--- config.mk ---
export PLATFORM = sky130hd
export DESIGN_NAME = packbits_run_length_encoder
export DESIGN_NICKNAME = d
export VERILOG_FILES = /design/src/sv/prle_pkg.sv /design/src/sv/prle_ctrl.sv /design/src/sv/prle_dp.sv /design/src/sv/packbits_run_length_encoder.sv
export SDC_FILE = /design/constraint.sdc
export NUM_CORES = 1
export LEC_CHECK = 0
export BUFFER_PORTS_ARGS = -buffer_cell sky130_fd_sc_hd__buf_4
export CORE_UTILIZATION = 59
export DETAILED_ROUTE_END_ITERATION = 12
export PLACE_DENSITY_LB_ADDON = 0.3
export RECOVER_POWER = 50
export SLEW_MARGIN = 15
export SYNTH_ARGS = -nofsm -noshare
export SYNTH_HDL_FRONTEND = slang
export SYNTH_SLANG_ARGS = --single-unit
export TNS_END_PERCENT = 100
--- constraint.sdc ---
create_clock -name clk -period 5.1 [get_ports clk]
set_clock_uncertainty 0.2 [all_clocks]
set_input_delay 0 -clock clk [delete_from_list [all_inputs] [get_ports clk]]
set_output_delay 0 -clock clk [all_outputs]
set_load 0.05 [all_outputs]
--- src/sv/prle_pkg.sv ---
package prle_pkg;

  localparam int BYTE_W        = 8;
  localparam int MAX_GROUP_DEF = 128;
  localparam int SEG_SLOTS     = 3;
  localparam int SEG_CANDS     = 5;
  localparam int WORD_BYTES    = 4;
  localparam int OUT_CNT_W     = 3;
  localparam int OUT_TDATA_W   = 40;

  localparam logic [BYTE_W-1:0] END_MARKER   = 8'd128;
  localparam logic [BYTE_W:0]   RUN_HDR_BASE = 9'd257;

  // pending group kind; code 3 never arises and decodes as idle
  typedef enum logic [1:0] {
    MODE_IDLE = 2'd0,
    MODE_LIT  = 2'd1,
    MODE_RUN  = 2'd2
  } mode_t;

  typedef enum logic [1:0] {
    SEG_NONE,
    SEG_LIT,
    SEG_RUN,
    SEG_END
  } seg_kind_t;

  typedef enum logic [1:0] {
    SRC_HDR,
    SRC_VAL,
    SRC_LIT
  } byte_src_t;

  typedef enum logic [1:0] {
    ST_IDLE,
    ST_HDR,
    ST_BODY
  } ctl_state_t;

  typedef struct packed {
    logic      accept;     // capture input beat, build segment queue
    logic      push;       // offer one code byte to the packer
    byte_src_t src;
    logic      push_last;  // byte closes this beat's output burst
    logic      seg_pop;    // current segment done
  } dp_cmd_t;

  typedef struct packed {
    seg_kind_t kind;          // head of segment queue
    seg_kind_t next_kind;
    logic      lit_last;      // literal read pointer at final byte
    logic      out_room;      // output register free this cycle
    logic      asm_near_full; // packer holds three bytes
  } dp_status_t;

endpackage

--- src/sv/prle_ctrl.sv ---
module prle_ctrl (
  input  logic                 clk,
  input  logic                 rst,
  input  logic                 s_tvalid,
  output logic                 s_tready,
  input  prle_pkg::dp_status_t status,
  output prle_pkg::dp_cmd_t    cmd
);

  prle_pkg::ctl_state_t state, state_next;

  always_ff @(posedge clk) begin
    if (rst) begin
      state <= prle_pkg::ST_IDLE;
    end else begin
      state <= state_next;
    end
  end

  always_comb begin
    logic seg_end;
    logic ok;
    state_next    = state;
    s_tready      = 1'b0;
    cmd           = '0;
    cmd.src       = prle_pkg::SRC_HDR;
    seg_end       = 1'b0;
    ok            = 1'b0;
    unique case (state)
      prle_pkg::ST_IDLE: begin
        s_tready = 1'b1;
        if (s_tvalid) begin
          cmd.accept = 1'b1;
          state_next = prle_pkg::ST_HDR;
        end
      end
      prle_pkg::ST_HDR: begin
        if (status.kind == prle_pkg::SEG_NONE) begin
          state_next = prle_pkg::ST_IDLE;
        end else begin
          cmd.push      = 1'b1;
          cmd.src       = prle_pkg::SRC_HDR;
          cmd.push_last = (status.kind == prle_pkg::SEG_END);
          ok = status.out_room || (!status.asm_near_full && !cmd.push_last);
          if (ok) begin
            if (status.kind == prle_pkg::SEG_END) begin
              cmd.seg_pop = 1'b1;
              state_next  = prle_pkg::ST_IDLE;
            end else begin
              state_next = prle_pkg::ST_BODY;
            end
          end
        end
      end
      prle_pkg::ST_BODY: begin
        cmd.push      = 1'b1;
        cmd.src       = (status.kind == prle_pkg::SEG_RUN) ? prle_pkg::SRC_VAL
                                                           : prle_pkg::SRC_LIT;
        seg_end       = (status.kind == prle_pkg::SEG_RUN) || status.lit_last;
        cmd.push_last = seg_end && (status.next_kind == prle_pkg::SEG_NONE);
        ok = status.out_room || (!status.asm_near_full && !cmd.push_last);
        if (ok && seg_end) begin
          cmd.seg_pop = 1'b1;
          state_next  = (status.next_kind == prle_pkg::SEG_NONE) ? prle_pkg::ST_IDLE
                                                                 : prle_pkg::ST_HDR;
        end
      end
      default: begin
        state_next = prle_pkg::ST_IDLE;
      end
    endcase
  end

endmodule

--- src/sv/prle_dp.sv ---
module prle_dp #(
  parameter int MAX_GROUP = prle_pkg::MAX_GROUP_DEF
) (
  input  logic                        clk,
  input  logic                        rst,
  input  prle_pkg::dp_cmd_t           cmd,
  output prle_pkg::dp_status_t        status,
  input  logic [prle_pkg::BYTE_W-1:0] in_byte,
  input  logic                        in_last,
  input  logic                        out_ready,
  output logic                        out_valid,
  output logic [prle_pkg::BYTE_W-1:0] out_byte [prle_pkg::WORD_BYTES],
  output logic [prle_pkg::OUT_CNT_W-1:0] out_cnt,
  output logic                        out_last,
  output logic                        out_end
);

  localparam int CNT_W = $clog2(MAX_GROUP + 1);
  localparam int IDX_W = $clog2(MAX_GROUP);
  localparam bit RUN_FULL_AT_TWO = (MAX_GROUP <= 2);

  // group state
  prle_pkg::mode_t             mode, mode_n;
  logic [CNT_W-1:0]            lit_cnt, cnt_n;
  logic [CNT_W-1:0]            run_len, rl_n;
  logic [prle_pkg::BYTE_W-1:0] run_val, rv_n;
  logic [prle_pkg::BYTE_W-1:0] last_lit, ll_n;

  // literal buffer
  logic [prle_pkg::BYTE_W-1:0] lit_mem [MAX_GROUP];
  logic                        mem_we;
  logic [IDX_W-1:0]            mem_wa;
  logic [prle_pkg::BYTE_W-1:0] mem_wd;
  logic [CNT_W-1:0]            rd_ptr, rd_ptr_next;
  logic [IDX_W-1:0]            rd_idx_next;
  logic [prle_pkg::BYTE_W-1:0] rd_q;

  // accept-time decode
  logic                        a_lit, a_run, f_lit, f_run;
  logic                        wr_req;
  logic [CNT_W-1:0]            lit_n, rlen_e;
  logic [prle_pkg::BYTE_W-1:0] rval_e;
  logic [CNT_W-1:0]            cnt_inc, rl_inc;
  prle_pkg::seg_kind_t         cand   [prle_pkg::SEG_CANDS];
  prle_pkg::seg_kind_t         slot_n [prle_pkg::SEG_SLOTS];
  logic [1:0]                  fill;

  // segment queue and emit descriptors
  prle_pkg::seg_kind_t         seg_slot [prle_pkg::SEG_SLOTS];
  logic [CNT_W-1:0]            e_lit_len;
  logic [prle_pkg::BYTE_W-1:0] e_lit_hdr, e_run_hdr, e_run_val;

  // packer
  logic [prle_pkg::BYTE_W-1:0] asm_byte [prle_pkg::WORD_BYTES];
  logic [1:0]                  asm_cnt;
  logic                        push_ok, push_fire, completing, push_is_end;
  logic [prle_pkg::BYTE_W-1:0] push_byte, hdr_byte;

  assign cnt_inc = lit_cnt + CNT_W'(1);
  assign rl_inc  = run_len + CNT_W'(1);

  always_comb begin
    a_lit  = 1'b0;
    a_run  = 1'b0;
    f_lit  = 1'b0;
    f_run  = 1'b0;
    wr_req = 1'b0;
    mem_wa = '0;
    mem_wd = in_byte;
    lit_n  = lit_cnt;
    rlen_e = run_len;
    rval_e = run_val;
    mode_n = mode;
    cnt_n  = lit_cnt;
    rl_n   = run_len;
    rv_n   = run_val;
    ll_n   = last_lit;
    unique case (mode)
      prle_pkg::MODE_LIT: begin
        if (in_byte == last_lit) begin
          // repeat: close literal before its last byte, that byte opens a run
          a_lit  = (lit_cnt >= CNT_W'(2));
          lit_n  = lit_cnt - CNT_W'(1);
          cnt_n  = '0;
          rv_n   = in_byte;
          rl_n   = CNT_W'(2);
          mode_n = prle_pkg::MODE_RUN;
          if (RUN_FULL_AT_TWO) begin
            a_run  = 1'b1;
            rlen_e = CNT_W'(2);
            rval_e = in_byte;
            mode_n = prle_pkg::MODE_IDLE;
          end
        end else begin
          wr_req = 1'b1;
          mem_wa = lit_cnt[IDX_W-1:0];
          ll_n   = in_byte;
          cnt_n  = cnt_inc;
          if (cnt_inc >= CNT_W'(MAX_GROUP)) begin
            a_lit  = 1'b1;
            lit_n  = cnt_inc;
            cnt_n  = '0;
            mode_n = prle_pkg::MODE_IDLE;
          end
        end
      end
      prle_pkg::MODE_RUN: begin
        if (in_byte == run_val) begin
          rl_n = rl_inc;
          if (rl_inc >= CNT_W'(MAX_GROUP)) begin
            a_run  = 1'b1;
            rlen_e = rl_inc;
            mode_n = prle_pkg::MODE_IDLE;
          end
        end else begin
          a_run  = 1'b1;
          wr_req = 1'b1;
          ll_n   = in_byte;
          cnt_n  = CNT_W'(1);
          mode_n = prle_pkg::MODE_LIT;
        end
      end
      default: begin
        wr_req = 1'b1;
        ll_n   = in_byte;
        cnt_n  = CNT_W'(1);
        mode_n = prle_pkg::MODE_LIT;
      end
    endcase
    // end of stream: flush whatever is open
    if (in_last) begin
      if (mode_n == prle_pkg::MODE_LIT) begin
        f_lit = 1'b1;
        lit_n = cnt_n;
      end else if (mode_n == prle_pkg::MODE_RUN) begin
        f_run  = 1'b1;
        rlen_e = rl_n;
        rval_e = rv_n;
      end
      cnt_n  = '0;
      mode_n = prle_pkg::MODE_IDLE;
    end
  end

  // pack present segments into the queue in stream order
  always_comb begin
    cand[0] = a_lit   ? prle_pkg::SEG_LIT : prle_pkg::SEG_NONE;
    cand[1] = a_run   ? prle_pkg::SEG_RUN : prle_pkg::SEG_NONE;
    cand[2] = f_lit   ? prle_pkg::SEG_LIT : prle_pkg::SEG_NONE;
    cand[3] = f_run   ? prle_pkg::SEG_RUN : prle_pkg::SEG_NONE;
    cand[4] = in_last ? prle_pkg::SEG_END : prle_pkg::SEG_NONE;
    for (int s = 0; s < prle_pkg::SEG_SLOTS; s++) begin
      slot_n[s] = prle_pkg::SEG_NONE;
    end
    fill = '0;
    for (int c = 0; c < prle_pkg::SEG_CANDS; c++) begin
      if (cand[c] != prle_pkg::SEG_NONE && fill < 2'(prle_pkg::SEG_SLOTS)) begin
        slot_n[fill] = cand[c];
        fill         = fill + 2'd1;
      end
    end
  end

  assign mem_we = cmd.accept && wr_req;

  always_ff @(posedge clk) begin
    if (rst) begin
      mode    <= prle_pkg::MODE_IDLE;
      lit_cnt <= '0;
      run_len <= '0;
      run_val <= '0;
    end else if (cmd.accept) begin
      mode    <= mode_n;
      lit_cnt <= cnt_n;
      run_len <= rl_n;
      run_val <= rv_n;
    end
  end

  always_ff @(posedge clk) begin
    if (cmd.accept) begin
      last_lit  <= ll_n;
      e_lit_len <= lit_n;
      e_lit_hdr <= prle_pkg::BYTE_W'(lit_n) - prle_pkg::BYTE_W'(1);
      e_run_hdr <= prle_pkg::BYTE_W'(prle_pkg::RUN_HDR_BASE
                                     - (prle_pkg::BYTE_W + 1)'(rlen_e));
      e_run_val <= rval_e;
    end
  end

  always_ff @(posedge clk) begin
    if (rst) begin
      for (int s = 0; s < prle_pkg::SEG_SLOTS; s++) begin
        seg_slot[s] <= prle_pkg::SEG_NONE;
      end
    end else if (cmd.accept) begin
      seg_slot <= slot_n;
    end else if (cmd.seg_pop) begin
      for (int s = 0; s < prle_pkg::SEG_SLOTS - 1; s++) begin
        seg_slot[s] <= seg_slot[s+1];
      end
      seg_slot[prle_pkg::SEG_SLOTS-1] <= prle_pkg::SEG_NONE;
    end
  end

  // literal read port: rd_q always tracks lit_mem[rd_ptr], write-first
  always_comb begin
    rd_ptr_next = rd_ptr;
    if (cmd.accept) begin
      rd_ptr_next = '0;
    end else if (push_fire && cmd.src == prle_pkg::SRC_LIT) begin
      rd_ptr_next = rd_ptr + CNT_W'(1);
    end
  end

  assign rd_idx_next = rd_ptr_next[IDX_W-1:0];

  always_ff @(posedge clk) begin
    if (rst) begin
      rd_ptr <= '0;
    end else begin
      rd_ptr <= rd_ptr_next;
    end
  end

  always_ff @(posedge clk) begin
    if (mem_we) begin
      lit_mem[mem_wa] <= mem_wd;
    end
    if (mem_we && mem_wa == rd_idx_next) begin
      rd_q <= mem_wd;
    end else begin
      rd_q <= lit_mem[rd_idx_next];
    end
  end

  // byte source
  always_comb begin
    case (seg_slot[0])
      prle_pkg::SEG_LIT: hdr_byte = e_lit_hdr;
      prle_pkg::SEG_RUN: hdr_byte = e_run_hdr;
      default:           hdr_byte = prle_pkg::END_MARKER;
    endcase
    case (cmd.src)
      prle_pkg::SRC_VAL: push_byte = e_run_val;
      prle_pkg::SRC_LIT: push_byte = rd_q;
      default:           push_byte = hdr_byte;
    endcase
  end

  assign push_is_end = (cmd.src == prle_pkg::SRC_HDR) && (seg_slot[0] == prle_pkg::SEG_END);
  assign push_ok     = !out_valid || out_ready || (asm_cnt != 2'd3 && !cmd.push_last);
  assign push_fire   = cmd.push && push_ok;
  assign completing  = push_fire && (asm_cnt == 2'd3 || cmd.push_last);

  always_ff @(posedge clk) begin
    if (rst) begin
      asm_cnt   <= '0;
      out_valid <= 1'b0;
    end else begin
      if (completing) begin
        out_valid <= 1'b1;
      end else if (out_ready) begin
        out_valid <= 1'b0;
      end
      if (push_fire) begin
        asm_cnt <= completing ? 2'd0 : asm_cnt + 2'd1;
      end
    end
  end

  always_ff @(posedge clk) begin
    if (push_fire && !completing) begin
      asm_byte[asm_cnt] <= push_byte;
    end
    if (completing) begin
      for (int k = 0; k < prle_pkg::WORD_BYTES; k++) begin
        if (2'(k) < asm_cnt) begin
          out_byte[k] <= asm_byte[k];
        end else if (2'(k) == asm_cnt) begin
          out_byte[k] <= push_byte;
        end else begin
          out_byte[k] <= '0;
        end
      end
      out_cnt  <= {1'b0, asm_cnt} + prle_pkg::OUT_CNT_W'(1);
      out_last <= cmd.push_last;
      out_end  <= push_is_end;
    end
  end

  assign status.kind          = seg_slot[0];
  assign status.next_kind     = seg_slot[1];
  assign status.lit_last      = ((rd_ptr + CNT_W'(1)) == e_lit_len);
  assign status.out_room      = !out_valid || out_ready;
  assign status.asm_near_full = (asm_cnt == 2'd3);

`ifndef SYNTH
  a_cnt_range: assert property (@(posedge clk) disable iff (rst)
    out_valid |-> (out_cnt != '0 && out_cnt <= prle_pkg::OUT_CNT_W'(prle_pkg::WORD_BYTES)))
    else $error("word byte count out of range");
  a_end_is_last: assert property (@(posedge clk) disable iff (rst)
    (out_valid && out_end) |-> out_last)
    else $error("end marker word not closing its burst");
  a_lit_cnt: assert property (@(posedge clk) disable iff (rst)
    (mode == prle_pkg::MODE_LIT) |->
      (lit_cnt >= CNT_W'(1) && lit_cnt < CNT_W'(MAX_GROUP)))
    else $error("open literal group has bad count");
  a_lit_clear: assert property (@(posedge clk) disable iff (rst)
    (mode != prle_pkg::MODE_LIT) |-> (lit_cnt == '0))
    else $error("literal count left over outside literal mode");
  a_run_len: assert property (@(posedge clk) disable iff (rst)
    (mode == prle_pkg::MODE_RUN) |->
      (run_len >= CNT_W'(2) && run_len < CNT_W'(MAX_GROUP)))
    else $error("open run has bad length");
`endif

endmodule

--- src/sv/packbits_run_length_encoder.sv ---
// PackBits encoder: raw bytes in, code bytes out packed up to four per beat.
// Timing: an input beat is taken in ST_IDLE; its code bytes then enter the packer one per
//   cycle unless m_tready stalls; a word shows on m_tvalid the cycle after its last byte.
// Input flow: s_tready is high only in ST_IDLE, so the next beat is taken only after all
//   code bytes of the previous one have entered the packer; m_tready stalls can hold it.
// Reset: synchronous, active high; clears group state, segment queue and output valid.
module packbits_run_length_encoder #(
  parameter int MAX_GROUP = prle_pkg::MAX_GROUP_DEF  // longest run or literal group, 2..128
) (
  input  logic                             clk,
  input  logic                             rst,
  // raw byte stream
  input  logic                             s_tvalid,
  output logic                             s_tready,
  input  logic [prle_pkg::BYTE_W-1:0]      s_tdata,   // [7:0] data_byte
  input  logic                             s_tlast,   // last_byte
  // packed code stream
  output logic                             m_tvalid,
  input  logic                             m_tready,
  output logic [prle_pkg::OUT_TDATA_W-1:0] m_tdata,   // out_byte0, out_byte1, out_byte2,
                                                      // out_byte3, byte_count[34:32], pad
  output logic                             m_tlast,   // burst_last
  output logic [0:0]                       m_tuser    // stream_end
);

  prle_pkg::dp_cmd_t           cmd;
  prle_pkg::dp_status_t        status;
  logic [prle_pkg::BYTE_W-1:0] out_byte [prle_pkg::WORD_BYTES];
  logic [prle_pkg::OUT_CNT_W-1:0] out_cnt;
  logic                        out_end;

  // sequencer: walks the segment queue (literal, run, end marker) one beat at a time
  prle_ctrl u_ctrl (
    .clk      (clk),
    .rst      (rst),
    .s_tvalid (s_tvalid),
    .s_tready (s_tready),
    .status   (status),
    .cmd      (cmd)
  );

  // group tracking, literal buffer, code byte mux and word packer
  // literal buffer is not cleared; only entries written since reset are ever read
  prle_dp #(
    .MAX_GROUP (MAX_GROUP)
  ) u_dp (
    .clk       (clk),
    .rst       (rst),
    .cmd       (cmd),
    .status    (status),
    .in_byte   (s_tdata),
    .in_last   (s_tlast),
    .out_ready (m_tready),
    .out_valid (m_tvalid),
    .out_byte  (out_byte),
    .out_cnt   (out_cnt),
    .out_last  (m_tlast),
    .out_end   (out_end)
  );

  // bytes in stream order from the low end, count above, zero pad to 40 bits
  assign m_tdata = {5'b0, out_cnt, out_byte[3], out_byte[2], out_byte[1], out_byte[0]};
  assign m_tuser = out_end;

endmodule
==> metrics.md <==
| Metric | Value |
|---|---|
| Status | `complete, but fails checks` |
| Failing checks | `max-capacitance violations, max-slew violations` |
| Global-route usage over all layers | `0.273` |
| Maxcap violations | `14` |
| Clock Sinks | `1177` |
| Reg-to-Reg End | `u_dp.seg_slot[0]` |
| Detailed-route wire length | `110 mm` |
| Cell Count, Final, Fillers Out | `3735` |
| Most frequent cells in the layout | `edfxtp_1 (1125), mux4_2 (329), nor2_1 (188), clkbuf_16 (116), nand2_1 (93)` |
| Die height | `287 µm` |
| Hold endpoint | `u_dp.run_len[3]` |
| Top FF cell, synth | `edfxtp_1` |
| Power per cell area | `371 mW/mm²` |
| Tot Pwr | `19.8 mW` |
| Period minus WS final | `4.51 ns` |
| RSZ-0062 raised after global routing | `no` |
| Post-synth top area cell | `edfxtp_1` |
| Reg-to-reg slack, setup | `0.71 ns` |
| Final hold violation count | `0` |
| Post-cts hold buffer count | `14` |
| Post-route ant nets | `0` |
| Nets | `2612` |
| Worst-path maximum fanout | `69` |
| Synth async-reset ratio | `0` |
| Lkg Pwr | `16.2 nW` |
| Tightest Pin Transition | `4.08 ns` |
| Depth of the most critical reg-to-reg path | `12` |
| Root Buffer Master | `clkbuf_16` |
| Worst Setup End Kind | `flip-flop` |
| CTS tree | `yes` |
| Max rail drop VDD | `0.000291 V` |
| DR vias/cell | `6.65` |
| Die area | `0.0822 mm²` |
| Worst path arrival time | `4.59 ns` |
| Commonest non-fill, non-tap cell in the layout | `edfxtp_1` |
| Largest net degree at the start of global routing | `93` |
| Max-slew violation count | `859` |
| Critical Path RT | `5.17 ns` |
| Area fraction of the dominant cell type after synthesis | `0.707` |
| YS warnings | `0` |
| Post-synth EDFFs | `1125` |
| Sequential-to-total area share from yosys stat | `0.728` |
| Setup crit start kind | `input port` |
| Cell variety after synth | `79` |
| Hold Path Class | `in2reg` |
| Dpl cells | `3501` |
| Post-Synthesis Cells | `2460` |
| Setup TNS | `0 ns` |
| Gr ovfl total | `0` |
| I/O pin total | `57` |
| Top post-synthesis cells by area | `edfxtp_1 (71%), mux4_2 (16%), dfxtp_1 (2.2%)` |
| Hold path startpoint | `rst` |
| DR pass1 iterations | `6` |
| CTS Buf Count | `114` |
| Setup CP Type | `in2reg` |
| Clk slew on worst S/H paths | `0.06 ns` |
| Global placer's final weighted congestion | `0.949` |
| Iteration-0 DRC Markers | `3132` |
| DRC | `0` |
| Core Util, Final | `0.663` |
| Vias in the first global route | `24700` |
| Biggest register | `u_dp.lit_mem` |
| Max_slew headroom | `-1.72` |
| Final Setup Violations | `0` |
| Cells resized by post-CTS repair | `0` |
| Port-buffer cells | `51` |
| Setup Buffers After CTS | `0` |
| Seq cells post-synth | `1177` |
| Hold path depth | `3` |
| Final period utilization | `0.885` |
| Drt wl/cell | `29.5 µm` |
| Max reg flops | `1024` |
| Area Growth Syn to Fin | `11.3%` |
| Rows | `104` |
| Post-route cell area | `0.0532 mm²` |
| Fmax achieved | `0.222 GHz` |
| Post-Syn Area | `0.0478 mm²` |
| Syn avg cell area | `19.4 µm²` |
| Bufs on Longest Clock Path | `3` |
| Die W | `287 µm` |
| First-pass GRT wire length | `163 mm` |
| Initial antenna violation count | `3` |
| Dpl cell area | `0.0496 mm²` |
| Initial core utilization | `0.595` |
| Worst r2r src | `u_dp.lit_cnt[5]` |
| H-tree level count | `3` |
| Routed vias | `24900` |
| Largest registers | `u_dp.lit_mem x1024, u_dp.out_byte x32, u_dp.asm_byte x24` |
| Layout cell share with drive strength beyond 1 | `0.228` |
| Worst skew pair latency | `0.69 ns` |
| Core area | `0.0803 mm²` |
| DP HPWL | `68.8 mm` |
==> kinds of logic (layout without fill, tap and decap cells) <==
group,after synthesis,count (layout),synth area share
adders and majority gates,28,28,0.00733
muxes,373,373,0.165
and+or+nand+nor,441,441,0.0440
other,1,8,0.0000784
AOI/OAI and AO/OA,207,207,0.0298
DFF,1177,1177,0.728
xor gates and xnor gates,49,49,0.00898
buffers and inverters,184,392,0.0166
==> metal layers <==
metal	share of wire	GRT usage	wire, µm	vias up
met5	0	0	0	-
met4	0.030	0.0870	3280	0
met3	0.091	0.0430	10000	194
met2	0.48	0.426	52900	1397
met1	0.40	0.402	44100	13000
li1	-	-	-	10300
==> Yosys cell counts, types with 24 or more instances <==
cell type  number
mux4_2        329
xnor2_1        24
nor2_1        188
o21ai_0        43
nand2_1        92
edfxtp_1     1125
buf_2          39
clkbuf_1       84
dfxtp_1        52
ha_1           28
a21oi_1        45
mux2i_1        29
nand3_1        29
inv_1          37
xor2_1         25
==> critical path, stage by stage <==
cell and delay [ns]:
dlygate4sd3_1 0.52, clkbuf_1 0.76, clkbuf_1 1.82, clkbuf_2 1.33
==> stage by stage <==
| step | setup slack [ns] | hold slack, ns |
|---|---|---|
| floorplan | 0.792 | -0.101 |
| global placement | 0.893 | 0.174 |
| detailed placement | 0.859 | 0.178 |
| CTS | 0.826 | 0.0237 |
| global route | 0.295 | 0.103 |
| finish | 0.586 | 0.0789 |
==> report_power, final <==
group / total [mW] / internal (mW) / leakage, nW / switching [mW]
Sequential: 10.7 / 10.7 / 10.5 / 0.0383
Combinational: 0.686 / 0.203 / 3.78 / 0.482
Clock: 8.37 / 4.75 / 1.83 / 3.63
==> worst max-delay path by stage <==
stage	start	endpoint	slack, ns	cells after the start
finish	s_tdata[5]	u_dp.lit_mem[98][5]	0.59	4
global route	s_tdata[5]	u_dp.lit_mem[114][5]	0.29	4
CTS	u_dp.lit_cnt[5]	u_dp.seg_slot[0]	0.83	12
detailed placement	flip-flop	u_dp.out_byte[27]	0.86	8
global placement	flip-flop	u_dp.out_byte[11]	0.89	8
floorplan	u_dp.rd_ptr[0]	u_dp.out_byte[0]	0.79	9
==> cell type report <==
| class | instances | area [µm²] |
|---|---|---|
| clock buffers | 141 | 3030 |
| fillers | 5108 | 27100 |
| inverters | 37 | 139 |
| multi-input cells | 1103 | 12200 |
| diodes | 3 | 7.51 |
| repair buffers | 138 | 938 |
| flip-flops and latches | 1177 | 34800 |
| clock inverters | 76 | 723 |
| well taps | 1060 | 1330 |
No activity file was read; power rests on OpenSTA's default activity.
